===== config.mk =====
export PLATFORM = sky130hd
export DESIGN_NAME = usb_console_event_tracker
export DESIGN_NICKNAME = d
export VERILOG_FILES = /design/src/hdl/ucet_pkg.sv /design/src/hdl/ucet_csr.sv /design/src/hdl/ucet_core.sv /design/src/hdl/usb_console_event_tracker.sv
export SDC_FILE = /design/constraint.sdc
export NUM_CORES = 1
export LEC_CHECK = 0
export ABC_CLOCK_PERIOD_IN_PS = 11600
export BUFFER_PORTS_ARGS = -buffer_cell sky130_fd_sc_hd__buf_2
export CELL_PAD_IN_SITES_DETAIL_PLACEMENT = 0
export CELL_PAD_IN_SITES_GLOBAL_PLACEMENT = 2
export CORE_MARGIN = 2
export CORE_UTILIZATION = 37
export DETAILED_ROUTE_END_ITERATION = 8
export PLACE_DENSITY_LB_ADDON = 0.1
export REMOVE_ABC_BUFFERS = 1
export SYNTH_ARGS = -nofsm -noshare
export SYNTH_HDL_FRONTEND = slang
export SYNTH_SLANG_ARGS = --single-unit

===== constraint.sdc =====
create_clock -name clock -period 11.6 [get_ports clock]
set_input_delay 2.32 -clock clock [delete_from_list [all_inputs] [get_ports clock]]
set_output_delay 2.32 -clock clock [all_outputs]
set_load 0.01 [all_outputs]

===== src/hdl/ucet_pkg.sv =====
// Shared types and constants of the USB console event tracker.
// Used by ucet_csr, ucet_core, usb_console_event_tracker and the testbench; no dependencies.
package ucet_pkg;

   // Fixed sizing of the tracked state
   localparam int RING_WORDS_MAX  = 16383;
   localparam int SIZE_FIELD_BITS = 24;
   localparam logic [23:0] SIZE_MASK = 24'((25'd1 << SIZE_FIELD_BITS) - 25'd1);
   localparam logic [13:0] RING_WORDS_CAP = 14'(RING_WORDS_MAX);

   // Register reset values
   localparam logic [4:0]  TX_EP_RESET        = 5'd1;
   localparam logic [4:0]  RX_EP_RESET        = 5'd2;
   localparam logic [10:0] PACKET_LIMIT_RESET = 11'd512;
   localparam logic [15:0] RING_BYTES_RESET   = 16'd4096;
   localparam logic [13:0] START_CURSOR_RESET = 14'd0;
   localparam logic [17:0] TX_TIMEOUT_RESET   = 18'd250000;

   // Register word indexes (byte address / 4)
   typedef enum logic [2:0] {
      CSR_TX_EP        = 3'd0,
      CSR_RX_EP        = 3'd1,
      CSR_PACKET_LIMIT = 3'd2,
      CSR_RING_BYTES   = 3'd3,
      CSR_START_CURSOR = 3'd4,
      CSR_TX_TIMEOUT   = 3'd5
   } csr_index_type;

   // Item kinds
   typedef enum logic [2:0] {
      KIND_EVENT    = 3'd0,
      KIND_COUNT    = 3'd1,
      KIND_TX_START = 3'd2,
      KIND_RX_USED  = 3'd3,
      KIND_RX_START = 3'd4,
      KIND_TICK     = 3'd5
   } kind_type;

   typedef struct packed {
      logic [4:0]  tx_endpoint_num;
      logic [4:0]  rx_endpoint_num;
      logic [10:0] packet_limit;
      logic [15:0] ring_bytes;
      logic [13:0] start_cursor;
      logic [17:0] tx_timeout_ticks;
   } cfg_type;

   // Cursor reload issued by a start_cursor write
   typedef struct packed {
      logic        load;
      logic [13:0] value;
   } cursor_ctl_type;

   typedef struct packed {
      logic [2:0]  kind;
      logic [31:0] ev_word;
      logic [23:0] trb_remaining;
      logic [15:0] pending_bytes;
      logic        cmd_error;
      logic [10:0] consumed_bytes;
   } item_type;

   typedef struct packed {
      logic        tx_busy_flag;
      logic        rx_busy_flag;
      logic [10:0] rx_bytes_left;
      logic        link_failed;
      logic [13:0] ring_cursor;
      logic        event_acked;
      logic        rx_start_wanted;
      logic        tx_room;
   } result_type;

endpackage


===== src/hdl/ucet_csr.sv =====
// Configuration register file of the USB console event tracker (APB-style).
// Depends on ucet_pkg for the register indexes, reset values and cfg_type.
module ucet_csr (
   input  logic                    clock,
   input  logic                    reset,
   input  logic                    csr_psel,
   input  logic                    csr_penable,
   input  logic                    csr_pwrite,
   input  logic [4:0]              csr_paddr,
   input  logic [31:0]             csr_pwdata,
   output logic [31:0]             csr_prdata,
   output logic                    csr_pready,
   output ucet_pkg::cfg_type        cfg,
   output ucet_pkg::cursor_ctl_type cursor_ctl
);

   ucet_pkg::cfg_type cfg_ff, cfg_in;
   logic              wr_en;
   logic [2:0]        wr_idx;

   assign csr_pready = 1'b1;
   assign wr_en      = csr_psel & csr_penable & csr_pwrite;
   assign wr_idx     = csr_paddr[4:2];

   // Register writes
   always_comb begin
      cfg_in = cfg_ff;
      if (wr_en) begin
         case (wr_idx)
            ucet_pkg::CSR_TX_EP:        cfg_in.tx_endpoint_num  = csr_pwdata[4:0];
            ucet_pkg::CSR_RX_EP:        cfg_in.rx_endpoint_num  = csr_pwdata[4:0];
            ucet_pkg::CSR_PACKET_LIMIT: cfg_in.packet_limit     = csr_pwdata[10:0];
            ucet_pkg::CSR_RING_BYTES:   cfg_in.ring_bytes       = csr_pwdata[15:0];
            ucet_pkg::CSR_START_CURSOR: cfg_in.start_cursor     = csr_pwdata[13:0];
            ucet_pkg::CSR_TX_TIMEOUT:   cfg_in.tx_timeout_ticks = csr_pwdata[17:0];
            default: ;
         endcase
      end
   end

   always_ff @(posedge clock) begin
      if (reset) begin
         cfg_ff.tx_endpoint_num  <= ucet_pkg::TX_EP_RESET;
         cfg_ff.rx_endpoint_num  <= ucet_pkg::RX_EP_RESET;
         cfg_ff.packet_limit     <= ucet_pkg::PACKET_LIMIT_RESET;
         cfg_ff.ring_bytes       <= ucet_pkg::RING_BYTES_RESET;
         cfg_ff.start_cursor     <= ucet_pkg::START_CURSOR_RESET;
         cfg_ff.tx_timeout_ticks <= ucet_pkg::TX_TIMEOUT_RESET;
      end else begin
         cfg_ff <= cfg_in;
      end
   end

   assign cfg = cfg_ff;

   // A start_cursor write also reloads the ring cursor
   assign cursor_ctl.load  = wr_en && (wr_idx == ucet_pkg::CSR_START_CURSOR);
   assign cursor_ctl.value = csr_pwdata[13:0];

   // Read mux
   always_comb begin
      case (wr_idx)
         ucet_pkg::CSR_TX_EP:        csr_prdata = {27'd0, cfg_ff.tx_endpoint_num};
         ucet_pkg::CSR_RX_EP:        csr_prdata = {27'd0, cfg_ff.rx_endpoint_num};
         ucet_pkg::CSR_PACKET_LIMIT: csr_prdata = {21'd0, cfg_ff.packet_limit};
         ucet_pkg::CSR_RING_BYTES:   csr_prdata = {16'd0, cfg_ff.ring_bytes};
         ucet_pkg::CSR_START_CURSOR: csr_prdata = {18'd0, cfg_ff.start_cursor};
         ucet_pkg::CSR_TX_TIMEOUT:   csr_prdata = {14'd0, cfg_ff.tx_timeout_ticks};
         default:                    csr_prdata = 32'd0;
      endcase
   end

endmodule


===== src/hdl/ucet_core.sv =====
// Link state of the USB console event tracker: state registers and the
// single-pass update for one item. Depends on ucet_pkg.
module ucet_core (
   input  logic                     clock,
   input  logic                     reset,
   input  ucet_pkg::cfg_type         cfg,
   input  ucet_pkg::cursor_ctl_type  cursor_ctl,
   input  logic                     step,
   input  ucet_pkg::item_type        item,
   output ucet_pkg::result_type      result
);

   logic        tx_pending_ff, tx_pending_in;
   logic        rx_pending_ff, rx_pending_in;
   logic        fail_ff, fail_in;
   logic [10:0] rx_count_ff, rx_count_in;
   logic [17:0] tx_wait_ff, tx_wait_in;
   logic [13:0] cursor_ff, cursor_in;
   logic        acked;

   // Event word decode
   logic [4:0]  ep;
   logic        ep_tx, ep_rx;
   logic        dev_event;
   logic        dev_fail;
   logic        xfer_complete;
   logic [23:0] remaining;
   logic        remaining_big;
   logic [13:0] ring_words, words_cap;
   logic [14:0] cursor_inc;
   logic [13:0] cursor_next;
   logic [15:0] pend_masked;
   logic [17:0] wait_inc;

   assign ep            = item.ev_word[5:1];
   assign ep_tx         = (ep == cfg.tx_endpoint_num);
   assign ep_rx         = (ep == cfg.rx_endpoint_num);
   assign dev_event     = item.ev_word[0];
   // Device event: disconnect or bus reset
   assign dev_fail      = (item.ev_word[7:1] == 7'd0) &&
                          (item.ev_word[11:8] == 4'd0 || item.ev_word[11:8] == 4'd1);
   assign xfer_complete = (item.ev_word[9:6] == 4'd1);
   assign remaining     = item.trb_remaining & ucet_pkg::SIZE_MASK;
   assign remaining_big = (remaining > {13'd0, cfg.packet_limit});

   // Ring cursor advance with wrap
   assign ring_words  = cfg.ring_bytes[15:2];
   assign words_cap   = (ring_words > ucet_pkg::RING_WORDS_CAP) ? ucet_pkg::RING_WORDS_CAP
                                                                : ring_words;
   assign cursor_inc  = {1'b0, cursor_ff} + 15'd1;
   assign cursor_next = (cursor_inc >= {1'b0, words_cap}) ? 14'd0 : cursor_inc[13:0];

   assign pend_masked = {item.pending_bytes[15:2], 2'b00};
   assign wait_inc    = tx_wait_ff + 18'd1;

   // Next state for one item, or for a cursor reload, which takes priority
   always_comb begin
      tx_pending_in = tx_pending_ff;
      rx_pending_in = rx_pending_ff;
      fail_in       = fail_ff;
      rx_count_in   = rx_count_ff;
      tx_wait_in    = tx_wait_ff;
      cursor_in     = cursor_ff;
      acked         = 1'b0;
      if (cursor_ctl.load) begin
         cursor_in = cursor_ctl.value;
      end else if (step && !fail_ff) begin
         case (item.kind)
            ucet_pkg::KIND_EVENT: begin
               if (!dev_event && !ep_tx && !ep_rx) begin
                  fail_in = 1'b1;
               end else begin
                  cursor_in = cursor_next;
                  acked     = 1'b1;
                  if (dev_event) begin
                     if (dev_fail) fail_in = 1'b1;
                  end else if (xfer_complete) begin
                     if (item.ev_word[12]) begin
                        fail_in = 1'b1;
                     end else if (ep_tx) begin
                        tx_pending_in = 1'b0;
                     end else if (remaining_big) begin
                        fail_in = 1'b1;
                     end else begin
                        rx_pending_in = 1'b0;
                        rx_count_in   = cfg.packet_limit - remaining[10:0];
                     end
                  end
               end
            end
            ucet_pkg::KIND_COUNT: begin
               if (pend_masked > cfg.ring_bytes) fail_in = 1'b1;
            end
            ucet_pkg::KIND_TX_START: begin
               if (!tx_pending_ff) begin
                  if (item.cmd_error) begin
                     fail_in = 1'b1;
                  end else begin
                     tx_pending_in = 1'b1;
                     tx_wait_in    = 18'd0;
                  end
               end
            end
            ucet_pkg::KIND_RX_USED: begin
               rx_count_in = (item.consumed_bytes >= rx_count_ff) ? 11'd0
                                                                   : rx_count_ff - item.consumed_bytes;
            end
            ucet_pkg::KIND_RX_START: begin
               if (!rx_pending_ff && rx_count_ff == 11'd0) begin
                  if (item.cmd_error) fail_in = 1'b1;
                  else                rx_pending_in = 1'b1;
               end
            end
            ucet_pkg::KIND_TICK: begin
               if (tx_pending_ff) begin
                  tx_wait_in = wait_inc;
                  if (wait_inc >= cfg.tx_timeout_ticks) fail_in = 1'b1;
               end
            end
            default: ;
         endcase
      end
   end

   always_ff @(posedge clock) begin
      if (reset) begin
         tx_pending_ff <= 1'b0;
         rx_pending_ff <= 1'b0;
         fail_ff       <= 1'b0;
         rx_count_ff   <= 11'd0;
         tx_wait_ff    <= 18'd0;
         cursor_ff     <= ucet_pkg::START_CURSOR_RESET;
      end else begin
         tx_pending_ff <= tx_pending_in;
         rx_pending_ff <= rx_pending_in;
         fail_ff       <= fail_in;
         rx_count_ff   <= rx_count_in;
         tx_wait_ff    <= tx_wait_in;
         cursor_ff     <= cursor_in;
      end
   end

   // Result reflects the state after this item
   assign result.tx_busy_flag    = tx_pending_in;
   assign result.rx_busy_flag    = rx_pending_in;
   assign result.rx_bytes_left   = rx_count_in;
   assign result.link_failed     = fail_in;
   assign result.ring_cursor     = cursor_in;
   assign result.event_acked     = acked;
   assign result.rx_start_wanted = !fail_in && !rx_pending_in && (rx_count_in == 11'd0);
   assign result.tx_room         = !fail_in && !tx_pending_in;

endmodule


===== src/hdl/usb_console_event_tracker.sv =====
// USB console event tracker (top level): stream channels, input and result
// registers around ucet_core, APB-style registers in ucet_csr. Depends on ucet_pkg.
//
// Usage:
//   req_ channel carries one item per transaction: an event word with the
//   receive descriptor's remaining size, a pending-count reading, a transmit
//   or receive start, consumed receive bytes, or a timeout tick (kind in tuser).
//   rsp_ channel returns exactly one result per item, in order: busy flags,
//   receive bytes left, sticky failure, ring cursor, event acknowledge and
//   the two "may start" hints.
//   Each item is held in the input register, updated through ucet_core into
//   the result register once that register is free, and offered on rsp_.
//   Throughput: one item per cycle while rsp_ takes each result, set by the
//   single-pass state update. A stalled rsp_ side holds its result; one more
//   item waits in the input register, after which req_tready drops until the
//   result is taken. Reset clears all flags, counters and the cursor, and
//   loads the register reset values; no clearing pass is needed. The user
//   must write registers only while the block is idle; the block does not
//   enforce it. A start_cursor write also reloads the ring cursor.
module usb_console_event_tracker (
   input  logic        clock,
   input  logic        reset,
   // Item channel
   input  logic        req_tvalid,
   output logic        req_tready,
   // [31:0] raw event word, [55:32] trb_remaining, [71:56] pending_bytes,
   // [72] cmd_error, [83:73] consumed_bytes, [87:84] zero
   input  logic [87:0] req_tdata,
   // [2:0] kind
   input  logic [2:0]  req_tuser,
   // Result channel
   output logic        rsp_tvalid,
   input  logic        rsp_tready,
   // [0] tx_busy_flag, [1] rx_busy_flag, [12:2] rx_bytes_left, [13] link_failed,
   // [27:14] ring_cursor, [28] event_acked, [29] rx_start_wanted, [30] tx_room,
   // [31] zero
   output logic [31:0] rsp_tdata,
   // Register port
   input  logic        csr_psel,
   input  logic        csr_penable,
   input  logic        csr_pwrite,
   input  logic [4:0]  csr_paddr,
   input  logic [31:0] csr_pwdata,
   output logic [31:0] csr_prdata,
   output logic        csr_pready
);

   ucet_pkg::cfg_type        cfg;
   ucet_pkg::cursor_ctl_type cursor_ctl;
   ucet_pkg::item_type       item_ff, item_in;
   ucet_pkg::result_type     result, rsp_ff;
   logic                     in_valid_ff, in_valid_in;
   logic                     out_valid_ff, out_valid_in;
   logic                     advance;
   logic                     req_take;

   ucet_csr u_csr (
      .clock       (clock),
      .reset       (reset),
      .csr_psel    (csr_psel),
      .csr_penable (csr_penable),
      .csr_pwrite  (csr_pwrite),
      .csr_paddr   (csr_paddr),
      .csr_pwdata  (csr_pwdata),
      .csr_prdata  (csr_prdata),
      .csr_pready  (csr_pready),
      .cfg         (cfg),
      .cursor_ctl  (cursor_ctl)
   );

   // Handshake: the update stage moves when the result register is free
   assign advance    = in_valid_ff && (!out_valid_ff || rsp_tready);
   assign req_tready = !in_valid_ff || advance;
   assign req_take   = req_tvalid && req_tready;

   // Unpack the incoming transaction
   assign item_in.kind           = req_tuser;
   assign item_in.ev_word        = req_tdata[31:0];
   assign item_in.trb_remaining  = req_tdata[55:32];
   assign item_in.pending_bytes  = req_tdata[71:56];
   assign item_in.cmd_error      = req_tdata[72];
   assign item_in.consumed_bytes = req_tdata[83:73];

   assign in_valid_in  = req_take ? 1'b1 : (advance ? 1'b0 : in_valid_ff);
   assign out_valid_in = advance ? 1'b1 : (rsp_tready ? 1'b0 : out_valid_ff);

   // Input register
   always_ff @(posedge clock) begin
      if (reset) begin
         in_valid_ff <= 1'b0;
      end else begin
         in_valid_ff <= in_valid_in;
      end
   end

   always_ff @(posedge clock) begin
      if (req_take) begin
         item_ff <= item_in;
      end
   end

   ucet_core u_core (
      .clock      (clock),
      .reset      (reset),
      .cfg        (cfg),
      .cursor_ctl (cursor_ctl),
      .step       (advance),
      .item       (item_ff),
      .result     (result)
   );

   // Result register
   always_ff @(posedge clock) begin
      if (reset) begin
         out_valid_ff <= 1'b0;
      end else begin
         out_valid_ff <= out_valid_in;
      end
   end

   always_ff @(posedge clock) begin
      if (advance) begin
         rsp_ff <= result;
      end
   end

   assign rsp_tvalid = out_valid_ff;
   assign rsp_tdata  = {1'b0, rsp_ff.tx_room, rsp_ff.rx_start_wanted, rsp_ff.event_acked,
                        rsp_ff.ring_cursor, rsp_ff.link_failed, rsp_ff.rx_bytes_left,
                        rsp_ff.rx_busy_flag, rsp_ff.tx_busy_flag};

endmodule


==> impl_metrics.yaml, run 1 <==
status:
  status: "finished, final reports clean"
die:
  fp.dieW_um: 180
  dieArea_um2: 32400
  ios: 202
  start_util_pct: 37.57
  die_y_um: 180
  core-area_um2: 30510
  num_rows: 64
worst_setup_path:
  cp.buffers_inverters: 2
  arrival_ps: 4290
  crit_family: "simple AND/OR/NAND/NOR gates"
  ff2ff_setup_slack_ps: 6920
  reg2reg_to: "rsp_tdata[29]"
  crit_type: "primary input to output pin"
  critical_path.cell_chain: "buf_2 -> nand2_1 -> nor2_1 -> a22oi_1 -> nand2_1 -> buf_2"
  worst_path_max_delay_cell: "buf_2"
  regToRegStartpoint: "u_core.tx_wait_ff[0]"
  cp-end-kind: "output pin"
  rr_worst_depth: 16
  cp_slowest_stage_delay_ps: 630
  crit_fanout: 31
  crit_required_ps: 9280
  cp.depth: 6
  start_kind: "primary input"
timing:
  rsz0062_at_grt: "no"
  fin_crit_sh_pct: 56.95
  drv_slew: 0
  fin_skew_ps: 11.16
  max_freq_ghz: 0.1514
  worst_slew_pin_slew_ps: 1043
  hold_viol: 0
  finalCriticalPeriod_ps: 6607
  relSlewSlack_pct: 30.19
  tns_ps: 0
  setup_viol: 0
  layout_setup_ws_ps: 4993
placement:
  place_area_um2: 12490
  place_ws_ps: 5033
  hpwl_mm: 24.17
  place_congestion: 0.8312
  portBuffers: 144
clocking:
  cts_max_level: 1
  insertion_delay_ps: 540
  cts.root.buffer_cell: "clkbuf_16"
  cts_num_sinks: 214
  path_clk_slew_ps: 60
  cts_tree: "built"
  post_cts_buffers: 0
  cts_buffer_depth: 3
  ctsResizeCount: 0
  cts_buffers: 26
  hold_buffers: 0
synthesis:
  ys.flop_type: "dfxtp_1"
  async_reset_ff_share_pct: 0
  syn_inst: 1233
  synth_edf_count: 97
  synth-warning-count: 0
  ys_top_cells_by_area: "edfxtp_1 (25%), dfxtp_1 (20%), ha_1 (8.7%)"
  ys_ff_latch: 214
  yosysTopAreaCellShare_pct: 25.41
  syn_area_per_cell_um2: 9.295
  synthesis.area_um2: 11460
  synth.largest_area_cell: "edfxtp_1"
  yosysSeqAreaShare_pct: 45.85
  synth.distinct_cells: 68
power:
  power_density_nw_per_um2: 130.8
  max-vdd-ir-drop_uv: 93.17
  total_leakage_power_nw: 5.420
grt:
  grt_max_degree: 85
  grt_usage_pct: 20.08
  grt_overflow: 0
  grt_pass1_wl_mm: 51.20
  antenna_found_initial: 0
  grt_pass1_vias: 8802
drt:
  wirelength_mm: 33.26
  detail_route.iter0.violations: 578
  num_vias: 9115
  routedWlPerCell_um: 18.70
  dr.pass1.iters: 4
  route.detailed.drc: 0
  routed_via_density: 5.127
  final_antenna_net_count: 0
min_path:
  hold_start: "u_csr.cfg[19]"
  worstHoldEndpoint: "u_csr.cfg[19]"
  hold_path.class: "flip-flop to flip-flop"
  whs_path_depth: 2
final_layout:
  areaGrowthSynthToFinish_pct: 15.99
  stdcell_area_um2: 13290
  nets: 1579
  drive_above_1_share_pct: 15.63
  num_antenna_cells: 0
run:
  maxCapViolCount: 0
-- worst reg2reg max path: stages (launching register included) --
cell,delay (ps)
dfxtp_1,420
nand4_1,130
nor3_1,410
and3_1,350
nand2_1,110
nor2_1,290
nand3_1,150
xnor2_1,220
ha_1,280
a21oi_1,350
nor2_1,80
a2111oi_0,450
o211ai_1,150
a211oi_1,350
o22ai_1,240
nand4b_1,260
nor4_2,240
-- sequential cells by signal (all words and copies together) (netlist names) --
signal,cells
u_csr.cfg,69
item_ff,66
rsp_tdata,31
u_core.tx_wait_ff,18
u_core.cursor_ff,14
u_core.rx_count_ff,11
in_valid_ff,1
rsp_tvalid,1
u_core.fail_ff,1
u_core.rx_pending_ff,1
u_core.tx_pending_ff,1
-- layout by cell type, fill, tap and decap left out, types with 8 or more instances in the layout --
cell / n
nand2_1: 157
inv_1: 103
xnor2_1: 30
and3_1: 11
clkbuf_1: 10
a21oi_1: 111
xor2_1: 22
clkbuf_16: 28
nand3_1: 20
ha_1: 80
nand3b_1: 8
conb_1: 16
o22ai_1: 8
nand2b_1: 10
buf_2: 143
a211o_1: 10
nor3_1: 28
dfxtp_1: 117
edfxtp_1: 97
buf_4: 9
a211oi_1: 9
nor2_1: 97
mux2i_1: 18
nor2b_1: 27
a22oi_1: 25
nand4_1: 18
o21ai_0: 28
o21ai_1: 10
a31oi_1: 8
a21o_1: 17
-- power breakdown --
part	internal [mW]	switching, mW	total [mW]
Sequential	0.815	0.0140	0.829
Clock	0.452	0.322	0.774
Combinational	0.0490	0.0874	0.136
Total	1.32	0.423	1.74
-- synth_stat cells, types with 6 or more instances --
cell type  instances
nand2_1          157
dfxtp_1          117
a21oi_1          111
inv_1            103
edfxtp_1          97
nor2_1            97
ha_1              80
clkbuf_1          41
nor3_1            31
xnor2_1           30
o21ai_0           28
nor2b_1           27
a22oi_1           25
xor2_1            22
nand3_1           20
mux2i_1           18
nand4_1           18
a21o_1            17
buf_4             17
and3_1            11
a211o_1           10
nand2b_1          10
o21ai_1           10
a211oi_1           9
a31oi_1            8
nand3b_1           8
o22ai_1            8
nor4_1             7
o211ai_1           6
-- cell families after synthesis --
group,synth area share (%)
adders and majority gates,9.083
muxes,2.063
and+or+nand+nor,17.62
buffers and inverters,6.201
other,0.06553
xor gates and xnor gates,3.974
DFF,45.85
AOI/OAI and AO/OA,15.14
-- cell type report --
cell class              instances  area [um^2]
fillers                      3068        17220
multi-input cells             865         5572
flip-flops and latches        214         5255
repair buffers                152        783.3
clock buffers                  40        765.7
well taps                     396        495.5
inverters                     103        386.6
clock inverters                 8        36.28
-- worst max-delay path by stage --
| stage | slack (ps) | endpoint | start |
|---|---|---|---|
| after floorplan | 6290 | csr_prdata[5] | csr_paddr[3] |
| after global placement | 5030 | csr_prdata[6] | csr_paddr[2] |
| after detailed placement | 5030 | csr_prdata[6] | csr_paddr[2] |
| after CTS | 5030 | csr_prdata[6] | csr_paddr[2] |
| after global routing | 4860 | csr_prdata[5] | csr_paddr[2] |
| final | 4990 | csr_prdata[8] | csr_paddr[2] |
-- routing by layer --
layer  GRT usage, %  up-vias  wire [um]
li1               -     4580          -
met1          28.59     4322      16170
met2          33.00      178      15410
met3          2.593       35       1239
met4          3.545        0        439
met5              0        -          0
-- metrics by stage --
step | total power, mW | std cells | hold WS, ps | util (%)
CTS | 1.760 | 1778 | 454.0 | 43.57
detailed placement | 0.9822 | 1730 | 445.6 | 40.94
finish | 1.739 | 1778 | 456.6 | 43.57
global placement | 0.9814 | 1730 | 440.7 | 40.94
floorplan | 0.9116 | 1182 | 427.8 | -
global route | 1.806 | 1778 | 473.9 | 43.57
(Power assumes the default switching activity.)
==> run 2, diff against run 1 <==
Settings changed: ABC_CLOCK_PERIOD_IN_PS 11600 to 5600, CORE_UTILIZATION 37 to 31.
Clock period 11.6 ns to 5.6 ns, I/O delays scaled along.
==> impl_metrics.yaml, run 2 (synthesis results as in run 1) <==
status:
  status: "finished, final reports clean"
timing:
  finalCriticalPeriod_ps: 4534
  tns_ps: 0
  layout_setup_ws_ps: 1066
  max_freq_ghz: 0.2205
  rsz0062_at_grt: "no"
  relSlewSlack_pct: 33.28
  worst_slew_pin_slew_ps: 998.6
  drv_slew: 0
  whs_ps: 453.9
  fin_skew_ps: 11.01
  setup_viol: 0
  hold_viol: 0
  fin_crit_sh_pct: 80.97
grt:
  use_met3_pct: 2.837
  gr-usage-met1_pct: 25.09
  grt_overflow: 0
  grt_usage_pct: 18.01
  grt.busiest_layer: "met2"
  grt.met2_usage_pct: 29.20
  antenna_found_initial: 0
  grt_pass1_wl_mm: 52.81
  grt_pass1_vias: 8840
  grt_max_degree: 67
final_layout:
  final_common_cell: "nand2_1"
  num_antenna_cells: 0
  nets: 1587
  fin_util_pct: 37.05
  areaGrowthSynthToFinish_pct: 18.07
  multiInputGateArea_um2: 5567
  largest_reg_flops: 69
  stdcell_area_um2: 13530
  nFillCells: 3760
  drive_above_1_share_pct: 16.24
  seqCellArea_um2: 5255
  layout_common_cells: "nand2_1 (157), buf_2 (143), dfxtp_1 (117)"
  final_cells: 1860
power:
  total_leakage_power_nw: 5.493
  power_density_nw_per_um2: 281.6
  max-vdd-ir-drop_uv: 191.1
  power_mw: 3.811
clocking:
  insertion_delay_ps: 560
  hold_buffers: 0
  cts_max_level: 1
  cts.root.buffer_cell: "clkbuf_16"
  cts_buffers: 28
  ctsResizeCount: 0
  cts_num_sinks: 214
  post_cts_buffers: 0
  path_clk_slew_ps: 60
  cts_tree: "built"
  cts_buffer_depth: 3
placement:
  hpwl_mm: 25.92
  place_ws_ps: 1095
  portBuffers: 144
  dp_cells: 1808
  place_congestion: 0.8037
  place_area_um2: 12620
drt:
  num_vias: 9124
  wirelength_mm: 35.08
  final_antenna_net_count: 0
  dr.pass1.iters: 5
  route.detailed.drc: 0
  routedWlPerCell_um: 18.86
  routed_via_density: 4.905
  detail_route.iter0.violations: 461
worst_setup_path:
  critical_path.cell_chain: "nand4_1 -> nor3_1 -> and3_1 -> nand2_1 -> nor2_1 -> nand3_1 -> xnor2_1 -> ha_1 -> a21oi_1 -> nor2_1 -> a2111oi_0 -> o211ai_1 -> a211oi_1 -> o22ai_1 -> nand4b_1 -> nor4_2"
  cp-end-kind: "flip-flop"
  start_kind: "flip-flop"
  crit_required_ps: 5990
  cp.buffers_inverters: 0
  crit_fanout: 6
  crit_family: "simple AND/OR/NAND/NOR gates"
  cp_slowest_stage_delay_ps: 430
  crit_top_cell: "nor2_1"
  worst_path_max_delay_cell: "nor3_1"
  crit_type: "flip-flop to flip-flop"
  arrival_ps: 4930
run:
  maxCapViolCount: 0
die:
  start_util_pct: 31.38
  ios: 202
  num_rows: 70
  die_y_um: 196.3
  dieArea_um2: 38530
  core-area_um2: 36520
  fp.dieW_um: 196.3
min_path:
  hold_path.class: "flip-flop to flip-flop"
## run 2: cell types whose count changed in the layout (fill, tap and decap cells not counted), moves of 2 or more
cell,change
bufinv_16,+3
clkbuf_8,-2
clkinv_1,+3
clkbuf_1,-4
buf_4,+6
clkinvlp_4,+2
## run 2: worst paths after layout
kind                   startpoint             to  slack [ps]  cells after the start
min                 u_csr.cfg[26]  u_csr.cfg[26]         450                      2
max reg2reg  u_core.tx_wait_ff[0]  rsp_tdata[29]        1070                     16
min reg2reg         u_csr.cfg[26]  u_csr.cfg[26]         450                      2
max          u_core.tx_wait_ff[0]  rsp_tdata[29]        1070                     16
## run 2: layout make-up
cell class	instances	share of cell area (%)
multi-input combinational	865	41.14
clock inverter	17	1.193
timing repair buffer	158	6.121
sequential	214	38.84
clock buffer	35	5.529
inverter	103	2.857
tap	468	4.327
## run 2: power by group
part | switching (mW) | leakage [nW] | internal [mW]
logic | 0.183 | 3.18 | 0.103
clock network | 0.729 | 0.440 | 1.08
registers | 0.0288 | 1.87 | 1.69
## run 2: tightest hold or removal path, cell delays in order, from the launching register on
cell and delay (ps):
dfxtp_1 310, nand2_1 50, a21oi_1 50
## run 2: layer usage
layer  vias to the layer above  share of wire, %
met5                         -                 0
met4                         0               2.3
met3                        44               3.7
met2                       185                46
met1                      4309                49
li1                       4586                 -
==> run 3, diff against run 2 <==
Settings changed: ABC_AREA from default to 1, ABC_CLOCK_PERIOD_IN_PS 5600 to 4000, CORE_UTILIZATION 31 to 30.
Clock period 5.6 ns to 4 ns, I/O delays scaled along.
==> impl_metrics.yaml, run 3 <==
synthesis:
  yosys.area_share.simple_pct: 20.75
  synth_most_common_cell: "nand2_1"
  yosysTopAreaCellShare_pct: 24.66
  ys.flop_type: "dfxtp_1"
  ys_ff_latch: 214
  synth_edf_count: 97
  synth.distinct_cells: 55
  async_reset_ff_share_pct: 0
  syn_inst: 1445
  ys_top_cells_by_area: "edfxtp_1 (25%), dfxtp_1 (20%), nand2_1 (9.2%)"
  synth-warning-count: 0
  synth_fa_ha_area_share_pct: 8.814
  synth.largest_area_cell: "edfxtp_1"
  synth_top_family_by_area: "simple AND/OR/NAND/NOR gates"
  muxShareOfSynthArea_pct: 0
  syn_area_per_cell_um2: 8.173
  synthTopCellsByCount: "nand2_1 (291), inv_1 (207), a21oi_1 (137)"
  synthesis.area_um2: 11810
  yosysSeqAreaShare_pct: 44.50
  synth_xor_area_share_pct: 2.892
  synth_compound_area_share_pct: 13.45
worst_setup_path:
  crit_fanout: 5
  crit_required_ps: 4420
  start_kind: "flip-flop"
  crit_type: "flip-flop to flip-flop"
  arrival_ps: 3980
  cp-end-kind: "flip-flop"
power:
  max-vdd-ir-drop_uv: 312.1
  total_leakage_power_nw: 6.475
  power_density_nw_per_um2: 397.6
timing:
  whs_ps: 416.2
  fin_crit_sh_pct: 89.16
  fin_skew_ps: 7.776
  layout_setup_ws_ps: 433.7
  max_freq_ghz: 0.2804
  worst_slew_pin_slew_ps: 971.5
  hold_viol: 0
  tns_ps: 0
  rsz0062_at_grt: "no"
  finalCriticalPeriod_ps: 3566
  setup_viol: 0
  drv_slew: 0
  relSlewSlack_pct: 35.23
placement:
  portBuffers: 144
  place_congestion: 0.7939
  hpwl_mm: 29.12
  place_ws_ps: 230.3
clocking:
  post_cts_buffers: 0
  cts_tree: "built"
  cts.root.buffer_cell: "clkbuf_16"
  path_clk_slew_ps: 60
  insertion_delay_ps: 560
  cts_num_sinks: 214
  cts_buffer_depth: 3
  cts_max_level: 1
  cts_buffers: 28
drt:
  dr.pass1.iters: 5
  num_vias: 9937
  final_antenna_net_count: 0
  route.detailed.drc: 0
  detail_route.iter0.violations: 471
  routed_via_density: 4.652
  routedWlPerCell_um: 17.86
  wirelength_mm: 38.15
final_layout:
  layout_common_cells: "nand2_1 (291), inv_1 (206), buf_2 (144)"
  final_common_cell: "nand2_1"
  num_antenna_cells: 0
  areaGrowthSynthToFinish_pct: 19.70
  largest_reg_flops: 69
  nets: 1813
  drive_above_1_share_pct: 16.56
grt:
  grt_overflow: 0
  antenna_found_initial: 1
  grt_usage_pct: 18.44
  grt_pass1_wl_mm: 57.43
  grt_pass1_vias: 9478
  grt_max_degree: 68
status:
  status: "finished, final reports clean"
die:
  num_rows: 72
  fp.dieW_um: 202.4
  core-area_um2: 38740
  dieArea_um2: 40970
  die_y_um: 202.4
  ios: 202
  start_util_pct: 30.49
run:
  maxCapViolCount: 0
min_path:
  hold_path.class: "primary input to flip-flop"
==> run 3: power by group <==
group / leakage, nW / switching (mW) / internal, mW
Clock: 0.514 / 1.01 / 1.82
Sequential: 1.89 / 0.0331 / 2.36
Combinational: 4.07 / 0.270 / 0.131
Total: 6.47 / 1.32 / 4.30
==> run 3: final cells by class <==
type                            instances  area, um^2
Tap cell                              518       648.1
Clock buffer                           39       824.5
Inverter                              220       830.8
Sequential cell                       214        5256
Fill cell                            4146       24600
Clock inverter                         13       217.7
Timing Repair Buffer                  160       853.3
Multi-Input combinational cell        972        5505
==> run 3: metal layers <==
layer / vias up / global-route usage [%] / routed length [um]
met5: - / 0 / 7
met4: 2 / 3.806 / 734
met3: 47 / 2.870 / 1649
met2: 185 / 28.18 / 16700
met1: 4630 / 27.38 / 19070
li1: 5073 / - / -
==> run 3: metrics by stage <==
step / power [mW] / std cells / util, % / instance area (um^2)
final: 5.621 / 2136 / 36.49 / 14140
after global placement: 2.842 / 2084 / 33.74 / 13070
after floorplan: 2.639 / 1406 / - / 11570
after detailed placement: 2.843 / 2084 / 33.74 / 13070
after CTS: 5.711 / 2136 / 36.43 / 14110
after global routing: 5.829 / 2136 / 36.49 / 14140
==> run 3: critical path: stages (launching register included) <==
cell and delay (ps):
dfxtp_2 370, ha_1 190, nand2_1 90, nor3_2 230
nand2_1 70, nor2_1 160, inv_1 90, nor2_1 130
buf_4 140, a31oi_1 70, a31oi_1 230, ha_1 280
nand2_1 90, nor2_1 60, nor3b_2 160, nand4_1 70
nand4_1 170, nand2_1 100, inv_1 40, nor2_1 100
nand2_1 60, nand2_1 70, nand2_1 130, nor2_2 150
nand3_1 80, nor2_1 80
==> run 3: final timing paths <==
check | from | to | slack, ps | cells past startpoint
setup / recovery | u_core.tx_wait_ff[0] | rsp_tdata[29] | 430 | 25
hold / removal | req_tdata[12] | item_ff[64] | 420 | 1
setup reg to reg | u_core.tx_wait_ff[0] | rsp_tdata[29] | 430 | 25
hold reg to reg | u_csr.cfg[27] | u_csr.cfg[27] | 460 | 2
==> run 3: logic make-up (layout without fill, tap and decap cells) <==
logic type,count (synthesis),after routing
AO/OA/AOI/OAI,283,283
other,2,16
adder cells (fa/ha/maj),82,82
buffers and inverters,273,432
XOR/XNOR,39,39
flip-flops,214,214
AND/OR/NAND/NOR,552,552
==> run 3: repair_timing <==
action                     CTS  global route
resized for setup            0             6
hold buffers                 0             0
setup endpoints to repair    0             2
